File: src/hw/rtl/coprop_pkg.sv
// Shared types, constants and lookup functions for the circular-orbit state block.
// No dependencies; every other file of the block imports this package.
`default_nettype none

package coprop_pkg;

    localparam int CORDIC_STEPS = 30;
    localparam int ATAN_LEN     = 40;
    localparam int CORDIC_N     = (CORDIC_STEPS < ATAN_LEN) ? CORDIC_STEPS : ATAN_LEN;

    localparam int PH_LAT     = 2;
    localparam int CORDIC_LAT = CORDIC_N + 2;
    localparam int FRAME_LAT  = 5;
    localparam int PIPE_LAT   = PH_LAT + CORDIC_LAT + FRAME_LAT;

    localparam int ADDR_W = 6;
    localparam int DATA_W = 64;

    typedef enum logic [2:0] {
        REG_RADIUS,
        REG_RATE,
        REG_PHASE,
        REG_NODE,
        REG_TILT,
        REG_SUN_X,
        REG_SUN_Y,
        REG_SUN_Z
    } t_reg_idx;

    localparam logic signed [31:0] Q30         = 32'sh4000_0000;
    localparam logic signed [33:0] CORDIC_GAIN = 34'sd652032874;
    localparam logic [63:0]        TWO_PI_Q61  = 64'hC90F_DAA2_2168_C235;
    localparam logic [19:0]        US_PER_S    = 20'd1000000;

    localparam logic [35:0] RST_RADIUS = 36'd6923137000;
    localparam logic [47:0] RST_RATE   = 48'd3217900000;
    localparam logic [31:0] RST_PHASE  = 32'd2041650000;
    localparam logic [31:0] RST_NODE   = 32'd2707420000;
    localparam logic [31:0] RST_TILT   = 32'd1164090000;

    typedef struct packed {
        logic [35:0]        radius;
        logic [47:0]        rate;
        logic [31:0]        phase;
        logic [31:0]        node;
        logic [31:0]        tilt;
        logic signed [31:0] sun_x;
        logic signed [31:0] sun_y;
        logic signed [31:0] sun_z;
    } t_cfg;

    function automatic logic [31:0] atan_turn(input int k);
        case (k)
            0:  return 32'h20000000;
            1:  return 32'h12E4051E;
            2:  return 32'h09FB385B;
            3:  return 32'h051111D4;
            4:  return 32'h028B0D43;
            5:  return 32'h0145D7E1;
            6:  return 32'h00A2F61E;
            7:  return 32'h00517C55;
            8:  return 32'h0028BE53;
            9:  return 32'h00145F2F;
            10: return 32'h000A2F98;
            11: return 32'h000517CC;
            12: return 32'h00028BE6;
            13: return 32'h000145F3;
            14: return 32'h0000A2FA;
            15: return 32'h0000517D;
            16: return 32'h000028BE;
            17: return 32'h0000145F;
            18: return 32'h00000A30;
            19: return 32'h00000518;
            20: return 32'h0000028C;
            21: return 32'h00000146;
            22: return 32'h000000A3;
            23: return 32'h00000051;
            24: return 32'h00000029;
            25: return 32'h00000014;
            26: return 32'h0000000A;
            27: return 32'h00000005;
            28: return 32'h00000003;
            29: return 32'h00000001;
            30: return 32'h00000001;
            default: return 32'h00000000;
        endcase
    endfunction

endpackage

`default_nettype wire

File: src/hw/rtl/coprop_regs.sv
// APB configuration register file: orbit, angle and sun direction settings.
// Depends on coprop_pkg.
`default_nettype none

module coprop_regs (
    input  wire logic                          i_clk,
    input  wire logic                          i_rst_n,
    input  wire logic                          psel,
    input  wire logic                          penable,
    input  wire logic                          pwrite,
    input  wire logic [coprop_pkg::ADDR_W-1:0] paddr,
    input  wire logic [coprop_pkg::DATA_W-1:0] pwdata,
    output logic      [coprop_pkg::DATA_W-1:0] prdata,
    output logic                               pready,
    output coprop_pkg::t_cfg                   o_cfg
);
    import coprop_pkg::*;

    t_cfg     r_cfg;
    t_reg_idx w_idx;

    function automatic logic signed [31:0] clamp_sun(input logic [31:0] v);
        if ($signed(v) > Q30) begin
            return Q30;
        end else if ($signed(v) < -Q30) begin
            return -Q30;
        end
        return $signed(v);
    endfunction

    assign w_idx  = t_reg_idx'(paddr[ADDR_W-1:3]);
    assign pready = 1'b1;
    assign o_cfg  = r_cfg;

    always_ff @(posedge i_clk) begin
        if (!i_rst_n) begin
            r_cfg.radius <= RST_RADIUS;
            r_cfg.rate   <= RST_RATE;
            r_cfg.phase  <= RST_PHASE;
            r_cfg.node   <= RST_NODE;
            r_cfg.tilt   <= RST_TILT;
            r_cfg.sun_x  <= Q30;
            r_cfg.sun_y  <= '0;
            r_cfg.sun_z  <= '0;
        end else if (psel && penable && pwrite && pready) begin
            case (w_idx)
                REG_RADIUS: r_cfg.radius <= pwdata[35:0];
                REG_RATE:   r_cfg.rate   <= pwdata[47:0];
                REG_PHASE:  r_cfg.phase  <= pwdata[31:0];
                REG_NODE:   r_cfg.node   <= pwdata[31:0];
                REG_TILT:   r_cfg.tilt   <= pwdata[31:0];
                REG_SUN_X:  r_cfg.sun_x  <= clamp_sun(pwdata[31:0]);
                REG_SUN_Y:  r_cfg.sun_y  <= clamp_sun(pwdata[31:0]);
                REG_SUN_Z:  r_cfg.sun_z  <= clamp_sun(pwdata[31:0]);
                default: ;
            endcase
        end
    end

    always_comb begin
        case (w_idx)
            REG_RADIUS: prdata = {28'd0, r_cfg.radius};
            REG_RATE:   prdata = {16'd0, r_cfg.rate};
            REG_PHASE:  prdata = {32'd0, r_cfg.phase};
            REG_NODE:   prdata = {32'd0, r_cfg.node};
            REG_TILT:   prdata = {32'd0, r_cfg.tilt};
            REG_SUN_X:  prdata = {{32{r_cfg.sun_x[31]}}, r_cfg.sun_x};
            REG_SUN_Y:  prdata = {{32{r_cfg.sun_y[31]}}, r_cfg.sun_y};
            REG_SUN_Z:  prdata = {{32{r_cfg.sun_z[31]}}, r_cfg.sun_z};
            default:    prdata = '0;
        endcase
    end

endmodule

`default_nettype wire

File: config.mk
export PLATFORM = sky130hd
export DESIGN_NAME = coprop_regs
export DESIGN_NICKNAME = d
export VERILOG_FILES = /design/src/hw/rtl/coprop_pkg.sv /design/src/hw/rtl/coprop_regs.sv
export SDC_FILE = /design/constraint.sdc
export NUM_CORES = 1
export LEC_CHECK = 0
export BUFFER_PORTS_ARGS = -buffer_cell sky130_fd_sc_hd__buf_4
export CORE_AREA = 2 2 163 165
export CTS_BUF_LIST = sky130_fd_sc_hd__clkbuf_2 sky130_fd_sc_hd__clkbuf_4 sky130_fd_sc_hd__clkbuf_8
export CTS_CLUSTER_SIZE = 40
export DETAILED_ROUTE_END_ITERATION = 12
export DIE_AREA = 0 0 165 167
export PLACE_DENSITY = 0.77
export SYNTH_ARGS = -nofsm -noshare
export SYNTH_HDL_FRONTEND = slang
export SYNTH_SLANG_ARGS = --single-unit
export TNS_END_PERCENT = 10
File: constraint.sdc
create_clock -name i_clk -period 2.31 [get_ports i_clk]
set_clock_uncertainty 0.05 [all_clocks]
set_input_delay 0.1155 -clock i_clk [delete_from_list [all_inputs] [get_ports i_clk]]
set_output_delay 0.1155 -clock i_clk [all_outputs]
set_load 0.02 [all_outputs]
==> reports/metrics.yaml, run 1 <==
pwr:
  power_density_mw_per_mm2: 619
  p_total_mw: 10.6
  p_leak_nw: 7.55
  ir_worst_vdd_uv: 463
worst_setup_path:
  cp.buffers_inverters: 2
  critical_path_class: "reg2out"
  worst_r2r_path_depth: 2
  worst_path_required_ns: 2.14
  startpoint_type: "flip-flop"
  worst_path_max_delay_cell: "sky130_fd_sc_hd__dfxtp_1"
  crit_path_end_kind: "output port"
  worst-path-max-fanout: 27
  timing.critical_path.max_delay_family: "flip-flops"
  worst_path_arrival_ns: 2.08
  critPathMaxStageDelay_ns: 0.47
  crit_cells: 6
  path_cells: "mux2_2 -> a22oi_2 -> nor2_4 -> buf_6 -> a21o_1 -> buf_4"
synthesis:
  syn-mean-instance-area_um2: 8.27
  async_flop_share_pct: 0
  number_of_synthesized_flops_with_an_enable_pin: 0
  ys_types: 55
  yosys_register_bits: 276
  netlist_area_mm2: 0.0124
  synth.yosys.seq_area_share_pct: 44.5
  synthesis.nets: 1575
  ys.warnings.count: 0
  yosys_most_used_dff: "sky130_fd_sc_hd__dfxtp_1"
  synthesis.instances: 1500
global_route:
  grt_start_max_net_pins: 61
  grt_pass1_vias: 12720
  grt_use_total_pct: 35.1
  overflow: 0
  wire_length_of_the_first_global_routing_pass_um: 74500
  grt_antenna_before_repair: 0
sta:
  rsz0062_at_grt: "false"
  timing.slew.headroom_pct: 37.6
  max_freq_mhz: 445
  setup_slack_ns: 0.0611
  report.final.slew_viol_count: 0
  period_share_pct: 97.4
  finalHoldViolCount: 0
  totalNegativeSetupSlack_ns: 0
  hold_slack_ns: 0.125
  worst-slew-pin-transition_ns: 0.934
  finalCriticalPeriod_ns: 2.25
  setup_viol_count_final: 0
placement:
  detailedPlace.worstSlack_ns: 0.193
  dp_hpwl_um: 34200
  placement.cell_area_mm2: 0.0156
  port-buffer-count: 395
  final_gp_congestion: 0.884
layout:
  final_area_mm2: 0.0171
  n_antenna_cell: 0
  nets: 1981
  max_ffs_per_register: 276
  final_layout_size_suffix_gt1_share_pct: 30.2
  area_growth_pct: 37.7
die:
  die_width_um: 165
  floorplan.core_area_mm2: 0.0258
  initial_core_util_pct: 48.2
  floorplan.die.height_um: 167
  number_of_top_level_pins: 416
  floorplan.die_area_mm2: 0.0276
  placementRows: 59
route:
  dr.pass1.iters: 5
  postRouteAntennaNets: 0
  detail_route.wirelength_um: 50100
  detailroute.via_count: 13330
  drt-initial-drc-count: 1272
  vias_per_cell: 5.86
  post-route-drc-count: 0
  route.detailed.wl_per_inst_um: 22.0
cts:
  tritoncts: "done"
  cts-buffers-inserted: 46
  h-tree-depth: 2
  clock_latency_ns: 0.54
  clock-root-buffer: "sky130_fd_sc_hd__clkbuf_8"
  clk_pin_slew_worst_paths_ns: 0.06
  cts.sinks: 276
  deepest_clock_path_buffer_count: 3
hold_path:
  holdPathStages: 3
  worstHoldPathType: "in2reg"
outcome:
  run_status: "complete, no violations"
flow_run:
  max_cap_violations: 0
==> cells by family after synthesis <==
group	synth area share, %
multiplexers	5.22
AND/OR/NAND/NOR	24.5
flip-flops	44.5
buffers and inverters	7.17
other	0.0302
AO/OA/AOI/OAI	18.6
==> cell type report <==
cell class	instances	area, µm²
clock buffers	77	941
clock inverters	6	38.8
fillers	2145	8670
inverters	16	62.6
multi-input cells	1060	6020
flip-flops and latches	276	5530
well taps	335	419
repair buffers	506	4080
==> tightest hold or removal path, cell delays in order <==
cell                      delay, ns
sky130_fd_sc_hd__buf_4         0.22
sky130_fd_sc_hd__nand3_4       0.24
sky130_fd_sc_hd__o21ai_0       0.10
==> stage by stage <==
step	util [%]	cells
global placement	60.6	2144
global route	66.3	2276
finish	66.3	2276
detailed placement	60.6	2144
floorplan	-	1500
CTS	66.3	2276
==> cell usage after synthesis (3+ instances only) <==
| library cell | count | share of area (%) |
|---|---|---|
| sky130_fd_sc_hd__o22ai_1 | 9 | 0.45 |
| sky130_fd_sc_hd__a22o_1 | 8 | 0.56 |
| sky130_fd_sc_hd__dfxtp_1 | 276 | 45 |
| sky130_fd_sc_hd__o2bb2ai_1 | 6 | 0.42 |
| sky130_fd_sc_hd__clkbuf_1 | 54 | 1.6 |
| sky130_fd_sc_hd__nand3_1 | 164 | 6.6 |
| sky130_fd_sc_hd__buf_4 | 35 | 2.1 |
| sky130_fd_sc_hd__nor2_1 | 43 | 1.3 |
| sky130_fd_sc_hd__o21ai_0 | 98 | 4.0 |
| sky130_fd_sc_hd__a31oi_1 | 3 | 0.15 |
| sky130_fd_sc_hd__nand2_1 | 377 | 11 |
| sky130_fd_sc_hd__and3_1 | 9 | 0.45 |
| sky130_fd_sc_hd__o22a_1 | 8 | 0.56 |
| sky130_fd_sc_hd__mux2i_1 | 31 | 2.5 |
| sky130_fd_sc_hd__a211o_1 | 6 | 0.42 |
| sky130_fd_sc_hd__buf_6 | 9 | 0.82 |
| sky130_fd_sc_hd__nor2b_1 | 8 | 0.40 |
| sky130_fd_sc_hd__a22oi_1 | 7 | 0.42 |
| sky130_fd_sc_hd__nand2b_1 | 13 | 0.66 |
| sky130_fd_sc_hd__nand4_1 | 30 | 1.5 |
| sky130_fd_sc_hd__a221oi_1 | 25 | 1.8 |
| sky130_fd_sc_hd__buf_2 | 40 | 1.6 |
| sky130_fd_sc_hd__a21boi_1 | 45 | 2.7 |
| sky130_fd_sc_hd__a21o_1 | 14 | 0.85 |
| sky130_fd_sc_hd__inv_1 | 14 | 0.42 |
| sky130_fd_sc_hd__buf_1 | 8 | 0.24 |
| sky130_fd_sc_hd__nor3_4 | 3 | 0.39 |
| sky130_fd_sc_hd__a21oi_1 | 29 | 1.2 |
| sky130_fd_sc_hd__and2_1 | 3 | 0.15 |
| sky130_fd_sc_hd__a21boi_0 | 55 | 3.3 |
| sky130_fd_sc_hd__o211ai_1 | 12 | 0.73 |
| sky130_fd_sc_hd__a221o_1 | 4 | 0.32 |
| sky130_fd_sc_hd__mux2_2 | 10 | 0.91 |
| sky130_fd_sc_hd__a211oi_1 | 4 | 0.24 |
| sky130_fd_sc_hd__nand3_2 | 3 | 0.24 |
| sky130_fd_sc_hd__mux4_2 | 10 | 1.8 |
==> final timing paths <==
path | from | end | slack, ns
max | o_cfg[63] | prdata[47] | 0.06
min | paddr[3] | o_cfg[23] | 0.12
max reg2reg | o_cfg[252] | o_cfg[252] | 1.42
min reg2reg | o_cfg[274] | o_cfg[274] | 0.42
==> metal layers <==
layer / wire length (µm) / vias up / GRT usage (%)
met4: 2790 / 0 / 18.6
met1: 18600 / 6292 / 42.0
met5: 0 / - / 0
li1: - / 6015 / -
met3: 5440 / 179 / 9.09
met2: 23300 / 844 / 57.5
==> layout by cell type (no fill, tap or decap), types with 19 or more instances in the layout <==
cell                            count
sky130_fd_sc_hd__nand2_1          375
sky130_fd_sc_hd__mux2i_1           31
sky130_fd_sc_hd__dlygate4sd3_1     49
sky130_fd_sc_hd__a21boi_0          55
sky130_fd_sc_hd__a221oi_1          25
sky130_fd_sc_hd__o21ai_0           98
sky130_fd_sc_hd__a21boi_1          45
sky130_fd_sc_hd__nor2_1            43
sky130_fd_sc_hd__clkbuf_4          19
sky130_fd_sc_hd__nand4_1           30
sky130_fd_sc_hd__clkbuf_8          59
sky130_fd_sc_hd__nand3_1          163
sky130_fd_sc_hd__buf_4            443
sky130_fd_sc_hd__dfxtp_1          276
sky130_fd_sc_hd__a21oi_1           29
==> report_power, final <==
part / switching, mW / leakage, nW / internal [mW]
combinational: 0.706 / 4.80 / 0.477
sequential: 0.0374 / 2.23 / 4.80
clock: 1.99 / 0.521 / 2.56
==> what timing repair did <==
item                       CTS  global route
buffers inserted             0             0
setup endpoints to repair   27            11
cloned                       0             0
gates resized for setup      2             1
hold buffers                49             0
hold endpoints to repair   276             0
Note: power is estimated with default switching activity, not from simulation.
==> run 2: changes to the inputs <==
--- a/config.mk
+++ b/config.mk
@@ -6,12 +6,12 @@
 export NUM_CORES = 1
 export LEC_CHECK = 0
 export BUFFER_PORTS_ARGS = -buffer_cell sky130_fd_sc_hd__buf_4
-export CORE_AREA = 2 2 163 165
+export CAP_MARGIN = 20
+export CORE_AREA = 2 2 192 194
 export CTS_BUF_LIST = sky130_fd_sc_hd__clkbuf_2 sky130_fd_sc_hd__clkbuf_4 sky130_fd_sc_hd__clkbuf_8
 export CTS_CLUSTER_SIZE = 40
 export DETAILED_ROUTE_END_ITERATION = 12
-export DIE_AREA = 0 0 165 167
-export PLACE_DENSITY = 0.77
+export DIE_AREA = 0 0 194 196
 export SYNTH_ARGS = -nofsm -noshare
 export SYNTH_HDL_FRONTEND = slang
 export SYNTH_SLANG_ARGS = --single-unit
==> run 2 against run 1 <==
Design area is 2.7% higher. Sequential share of layout area is 0.84 points lower. Worst hold slack worse by 0.0085 ns. Worst setup slack better by 0.0050 ns. Critical endpoint is now prdata[34]. Largest power group unchanged. Highest routed layer unchanged.
==> reports/metrics.yaml, run 2 (synthesis results as in run 1) <==
worst_setup_path:
  startpoint_type: "flip-flop"
  critPathMaxStageDelay_ns: 0.34  # -0.13 ns
  timing.critical_path.max_delay_family: "compound AO/OA/AOI/OAI gates"
  worst-path-max-fanout: 7  # -74%
  cp.buffers_inverters: 2  # unchanged
  crit_path_end_kind: "output port"
  worst_path_required_ns: 2.14  # about the same
  path_cells: "mux2_4 -> a22oi_2 -> buf_6 -> nor2_4 -> a221o_1 -> buf_6"
  critical_path.most_common_cell: "sky130_fd_sc_hd__buf_6"
  worst_path_max_delay_cell: "sky130_fd_sc_hd__a221o_1"
  worst_path_arrival_ns: 2.08  # about the same
  critical_path_class: "reg2out"
sta:
  timing.slew.headroom_pct: 40.1  # +2.5 points
  period_share_pct: 97.1  # -0.21 points
  rsz0062_at_grt: "true"
  finalHoldViolCount: 0  # unchanged
  setup_viol_count_final: 0  # unchanged
  report.final.slew_viol_count: 0  # unchanged
  max_freq_mhz: 446  # +0.22%
  worst-slew-pin-transition_ns: 0.895  # -0.0391 ns
  hold_slack_ns: 0.116  # -0.00846 ns
  finalCriticalPeriod_ns: 2.24  # -0.00496 ns
die:
  floorplan.core_area_mm2: 0.0361  # +40%
  floorplan.die_area_mm2: 0.0380  # +38%
  initial_core_util_pct: 34.4  # -14 points
  number_of_top_level_pins: 416  # unchanged
  die_width_um: 194  # +18%
  placementRows: 70  # +19%
  floorplan.die.height_um: 196  # +17%
layout:
  mostFrequentLayoutCells: "sky130_fd_sc_hd__buf_4, sky130_fd_sc_hd__nand2_1, sky130_fd_sc_hd__dfxtp_1, sky130_fd_sc_hd__nand3_1, sky130_fd_sc_hd__o21ai_0"
  final_area_mm2: 0.0176  # +2.7%
  area_growth_pct: 41.5
  final-instance-count-excl-fill: 2428  # +6.7%
  final_layout_size_suffix_gt1_share_pct: 31.0  # +0.78 points
  ff_latch_area_mm2: 0.00553  # about the same
  fillerInstances: 3462  # +61%
  mostFrequentLayoutCell: "sky130_fd_sc_hd__buf_4"
  nets: 2001  # +1.0%
  n_antenna_cell: 0  # unchanged
  area_taken_by_multi_input_logic_gates_mm2: 0.00604  # +0.33%
  max_ffs_per_register: 276  # unchanged
pwr:
  intPower_mw: 8.04  # +2.6%
  p_leak_nw: 7.69  # +1.9%
  power.share.combinational_pct: 11.3  # about the same
  p_total_mw: 10.9  # +3.0%
  power_density_mw_per_mm2: 620  # +0.27%
  power_frac_clock_pct: 44.3  # +1.2 points
  total_switching_power_mw: 2.84  # +4.2%
  power_switching_share_pct: 26.1  # +0.29 points
  seq_power_share_pct: 44.4  # -1.4 points
  ir_worst_vdd_uv: 355  # -23%
flow_run:
  max_cap_violations: 0  # unchanged
placement:
  dp_hpwl_um: 38300  # +12%
  port-buffer-count: 395  # unchanged
  final_gp_congestion: 0.888  # +0.53%
  placed_cells_incl_taps: 2288  # +6.7%
  placement.cell_area_mm2: 0.0159  # +1.9%
route:
  vias_per_cell: 5.34  # -8.8%
  detailroute.via_count: 12968  # -2.7%
  postRouteAntennaNets: 0  # unchanged
  detail_route.wirelength_um: 55500  # +11%
  post-route-drc-count: 0  # unchanged
  drt-initial-drc-count: 934  # -27%
  dr.pass1.iters: 5  # unchanged
  route.detailed.wl_per_inst_um: 22.9  # +3.8%
cts:
  clk_pin_slew_worst_paths_ns: 0.06  # about the same
  clock_latency_ns: 0.60  # +0.06 ns
  cts.sinks: 276  # unchanged
  clock-root-buffer: "sky130_fd_sc_hd__clkbuf_8"
  h-tree-depth: 2  # unchanged
  cts-buffers-inserted: 49  # +6.5%
  tritoncts: "done"
  deepest_clock_path_buffer_count: 3  # unchanged
global_route:
  grt_start_max_net_pins: 66  # +8.2%
  wire_length_of_the_first_global_routing_pass_um: 81600  # +9.6%
  overflow: 0  # unchanged
  grt_pass1_vias: 12755  # +0.28%
  grt_antenna_before_repair: 0  # unchanged
  grt_use_total_pct: 28.3  # -6.9 points
hold_path:
  worstHoldPathType: "in2reg"
outcome:
  run_status: "complete, no violations"
run 2: cell count changes in the layout (fill, tap and decap cells not counted), moves of 3 or more:
cell,delta
sky130_fd_sc_hd__clkbuf_8,+7
sky130_fd_sc_hd__clkbuf_4,-3
sky130_fd_sc_hd__buf_4,+8
sky130_fd_sc_hd__buf_12,+4
run 2: metal layers:
metal | wire, µm | part of all wire, % | GRT usage [%]
met5 | 0 | 0 | 0
met4 | 2300 | 4.1 | 12.7
met3 | 4910 | 8.8 | 7.22
met2 | 26500 | 48 | 47.8
met1 | 21800 | 39 | 33.8
run 2: path summary, 6_finish.rpt:
| kind | start | to | slack (ns) | cells after the start |
|---|---|---|---|---|
| worst max-delay path | o_cfg[63] | prdata[34] | 0.07 | 6 |
| worst min-delay path | paddr[3] | o_cfg[26] | 0.12 | 3 |
| worst max register to register | o_cfg[30] | o_cfg[30] | 1.53 | 2 |
| worst min register to register | o_cfg[269] | o_cfg[269] | 0.42 | 2 |
run 2: area by class of cell:
class	instances	area share (%)
Clock buffer	81	5.78
Clock inverter	4	0.143
Inverter	16	0.356
Multi-Input combinational cell	1061	34.4
Sequential cell	276	31.5
Tap cell	468	3.34
Timing Repair Buffer	522	24.5
run 2: power groups by stage:
stage	logic [mW]	clock network, mW	registers, mW
3_3_place_gp	1.14	0	4.94
5_1_grt	1.30	5.11	4.84
3_5_place_dp	1.15	0	4.94
2_1_floorplan	0.569	0	4.98
6_report	1.23	4.82	4.84
4_1_cts	1.22	4.92	4.84
run 2: stage by stage:
stage	utilization (%)	worst slack, ns	TNS, ns
finish	48.6	0.0660	0
global route	48.6	-0.00820	-0.0209
CTS	48.4	0.00355	0
detailed placement	44.1	0.264	0
global placement	44.1	0.285	0
floorplan	-	0.695	0
run 2: worst register-to-register path, delay by kind of cell (launching register included):
family	cells	cell delay, ns
AOI/OAI and AO/OA	1	0.13
DFF	1	0.34
and+or+nand+nor	1	0.15
run 2: repair_timing:
item	CTS	global route
hold buffers	49	0
gates resized for setup	5	7
setup endpoints to repair	32	13
endpoints found under the hold margin	276	0
gates cloned	1	2
pin swaps	2	2
buffers inserted	3	1
==> run 3: changes to the inputs <==
--- a/config.mk
+++ b/config.mk
@@ -12,6 +12,8 @@
 export CTS_CLUSTER_SIZE = 40
 export DETAILED_ROUTE_END_ITERATION = 12
 export DIE_AREA = 0 0 194 196
+export PLACE_DENSITY = 0.57
+export SLEW_MARGIN = 20
 export SYNTH_ARGS = -nofsm -noshare
 export SYNTH_HDL_FRONTEND = slang
 export SYNTH_SLANG_ARGS = --single-unit
==> run 3 against run 2 <==
Count of clock-buffer cells in the layout unchanged. Core utilization fell by 0.39 points. Sequential share of layout area is 0.26 points higher. Worst hold slack improved by 0.050 ns. Routed wire length decreased by 0.30%. Register-to-register slack about the same. Cell count is 0.37% lower. Sequential power barely moved. Sequential cell count did not move. Clock power barely moved. First-iteration DRC count is 9.1% lower.
==> reports/metrics.yaml, run 3 (synthesis results as in run 1) <==
pwr:
  power_density_mw_per_mm2: 625  # +0.68%
  p_leak_nw: 7.65  # -0.61%
  ir_worst_vdd_uv: 429  # +21%
worst_setup_path:
  worst_path_required_ns: 2.14  # about the same
  critical_path_class: "reg2out"
  worst_path_arrival_ns: 2.10  # +0.02 ns
  critPathMaxStageDelay_ns: 0.32  # -0.02 ns
  path_cells: "mux2_4 -> a22oi_2 -> nor2_4 -> buf_4 -> a221o_1 -> buf_4"
  critical_path.most_common_cell: "sky130_fd_sc_hd__buf_4"
  crit_path_end_kind: "output port"
  worst_path_max_delay_cell: "sky130_fd_sc_hd__dfxtp_2"
  worst-path-max-fanout: 5  # -2
  startpoint_type: "flip-flop"
cts:
  clock-root-buffer: "sky130_fd_sc_hd__clkbuf_8"
  cts-buffers-inserted: 49  # unchanged
  h-tree-depth: 2  # unchanged
  tritoncts: "done"
  clk_pin_slew_worst_paths_ns: 0.06  # about the same
  deepest_clock_path_buffer_count: 3  # unchanged
  cts.sinks: 276  # unchanged
  clock_latency_ns: 0.60  # about the same
die:
  floorplan.die.height_um: 196  # unchanged
  placementRows: 70  # unchanged
  initial_core_util_pct: 34.4  # unchanged
  die_width_um: 194  # unchanged
  floorplan.die_area_mm2: 0.0380  # unchanged
  floorplan.core_area_mm2: 0.0361  # unchanged
  number_of_top_level_pins: 416  # unchanged
global_route:
  grt_use_total_pct: 28.2  # -0.041 points
  wire_length_of_the_first_global_routing_pass_um: 81600  # about the same
  grt_pass1_vias: 12737  # -0.14%
  grt_start_max_net_pins: 74  # +12%
  grt_antenna_before_repair: 0  # unchanged
  overflow: 0  # unchanged
placement:
  placement.cell_area_mm2: 0.0158  # -0.39%
  port-buffer-count: 395  # unchanged
  final_gp_congestion: 0.888  # about the same
  dp_hpwl_um: 38000  # -0.81%
outcome:
  run_status: "complete, no violations"
layout:
  mostFrequentLayoutCells: "sky130_fd_sc_hd__buf_4, sky130_fd_sc_hd__nand2_1, sky130_fd_sc_hd__dfxtp_1, sky130_fd_sc_hd__nand3_1, sky130_fd_sc_hd__o21ai_0"
  nets: 1994  # -0.35%
  mostFrequentLayoutCell: "sky130_fd_sc_hd__buf_4"
  area_growth_pct: 40.3
  n_antenna_cell: 0  # unchanged
  max_ffs_per_register: 276  # unchanged
  final_layout_size_suffix_gt1_share_pct: 30.7  # -0.32 points
  fin_util_pct: 48.2  # -0.39 points
  final_area_mm2: 0.0174  # -0.81%
sta:
  setup_viol_count_final: 0  # unchanged
  totalNegativeSetupSlack_ns: 0  # unchanged
  max_freq_mhz: 442  # -0.88%
  finalCriticalPeriod_ns: 2.26  # +0.0198 ns
  hold_slack_ns: 0.166  # +0.0500 ns
  rsz0062_at_grt: "true"
  period_share_pct: 98.0  # +0.86 points
  finalHoldViolCount: 0  # unchanged
  report.final.slew_viol_count: 0  # unchanged
  worst-slew-pin-transition_ns: 1.01  # +0.111 ns
  timing.slew.headroom_pct: 32.7  # -7.4 points
route:
  postRouteAntennaNets: 0  # unchanged
  post-route-drc-count: 0  # unchanged
  detail_route.wirelength_um: 55300  # -0.30%
  route.detailed.wl_per_inst_um: 22.9  # about the same
  drt-initial-drc-count: 849  # -9.1%
  vias_per_cell: 5.33  # -0.19%
  detailroute.via_count: 12896  # -0.56%
  dr.pass1.iters: 5  # unchanged
flow_run:
  max_cap_violations: 0  # unchanged
hold_path:
  worstHoldPathType: "in2reg"
## run 3: changes by cell type in the layout (fill, tap and decap cells not counted)
cell	before	now
sky130_fd_sc_hd__clkbuf_8	66	61
sky130_fd_sc_hd__buf_4	451	449
sky130_fd_sc_hd__clkinv_2	2	0
sky130_fd_sc_hd__clkbuf_4	16	21
sky130_fd_sc_hd__clkbuf_16	2	0
sky130_fd_sc_hd__clkinvlp_4	2	1
sky130_fd_sc_hd__or2_4	1	0
sky130_fd_sc_hd__bufinv_16	0	1
sky130_fd_sc_hd__or2_2	1	2
sky130_fd_sc_hd__nor2_2	1	0
sky130_fd_sc_hd__buf_12	16	13
sky130_fd_sc_hd__buf_6	3	4
## run 3: power by group
part	internal, mW	switching [mW]	leakage [nW]
clock network	2.76	2.06	0.542
logic	0.485	0.734	4.88
registers	4.80	0.0358	2.23
## run 3: cell type report
cell class | count | area, µm²
Fill cell | 3542 | 18700
Timing Repair Buffer | 516 | 4180
Multi-Input combinational cell | 1060 | 6030
Clock buffer | 81 | 983
Sequential cell | 276 | 5530
Clock inverter | 2 | 37.5
Tap cell | 468 | 586
Inverter | 16 | 62.6
## run 3: layer usage
layer  GRT usage [%]  vias up  share of wire (%)
met4            9.99        0                3.2
met2            47.6      560                 47
met5               0        -                  0
met3            8.34      106                8.8
met1            34.2     6177                 41
li1                -     6053                  -
## run 3: worst paths after layout
check | from | endpoint | slack (ns) | cells past startpoint
min reg2reg | o_cfg[191] | o_cfg[191] | 0.42 | 2
max reg2reg | o_cfg[121] | o_cfg[121] | 1.54 | 2
min | paddr[3] | o_cfg[186] | 0.17 | 5
max | o_cfg[63] | prdata[34] | 0.05 | 6
## run 3: metrics by stage
stage                     worst slack, ns  cells  total power [mW]
after detailed placement            0.274   2283              6.08
after CTS                         0.00845   2418              11.0
final                              0.0462   2419              10.9
after global placement              0.330   2283              6.08
after floorplan                     0.695   1500              5.55
after global routing              -0.0395   2419              11.3
## run 3: critical path, delay by kind of cell (launching register included)
kind                   cells  cell delay [ns]
AOI/OAI and AO/OA          2             0.46
buffers and inverters      2             0.32
DFF                        1             0.32
muxes                      1             0.27
and+or+nand+nor            1             0.11
## run 3: repair_timing
| item | 4_1_cts | 5_1_grt |
|---|---|---|
| buffers inserted | 3 | 1 |
| pin swaps | 1 | 2 |
| hold buffers | 49 | 0 |
| resized for setup | 2 | 7 |
| endpoints found under the setup margin | 24 | 12 |
| endpoints found under the hold margin | 276 | 0 |
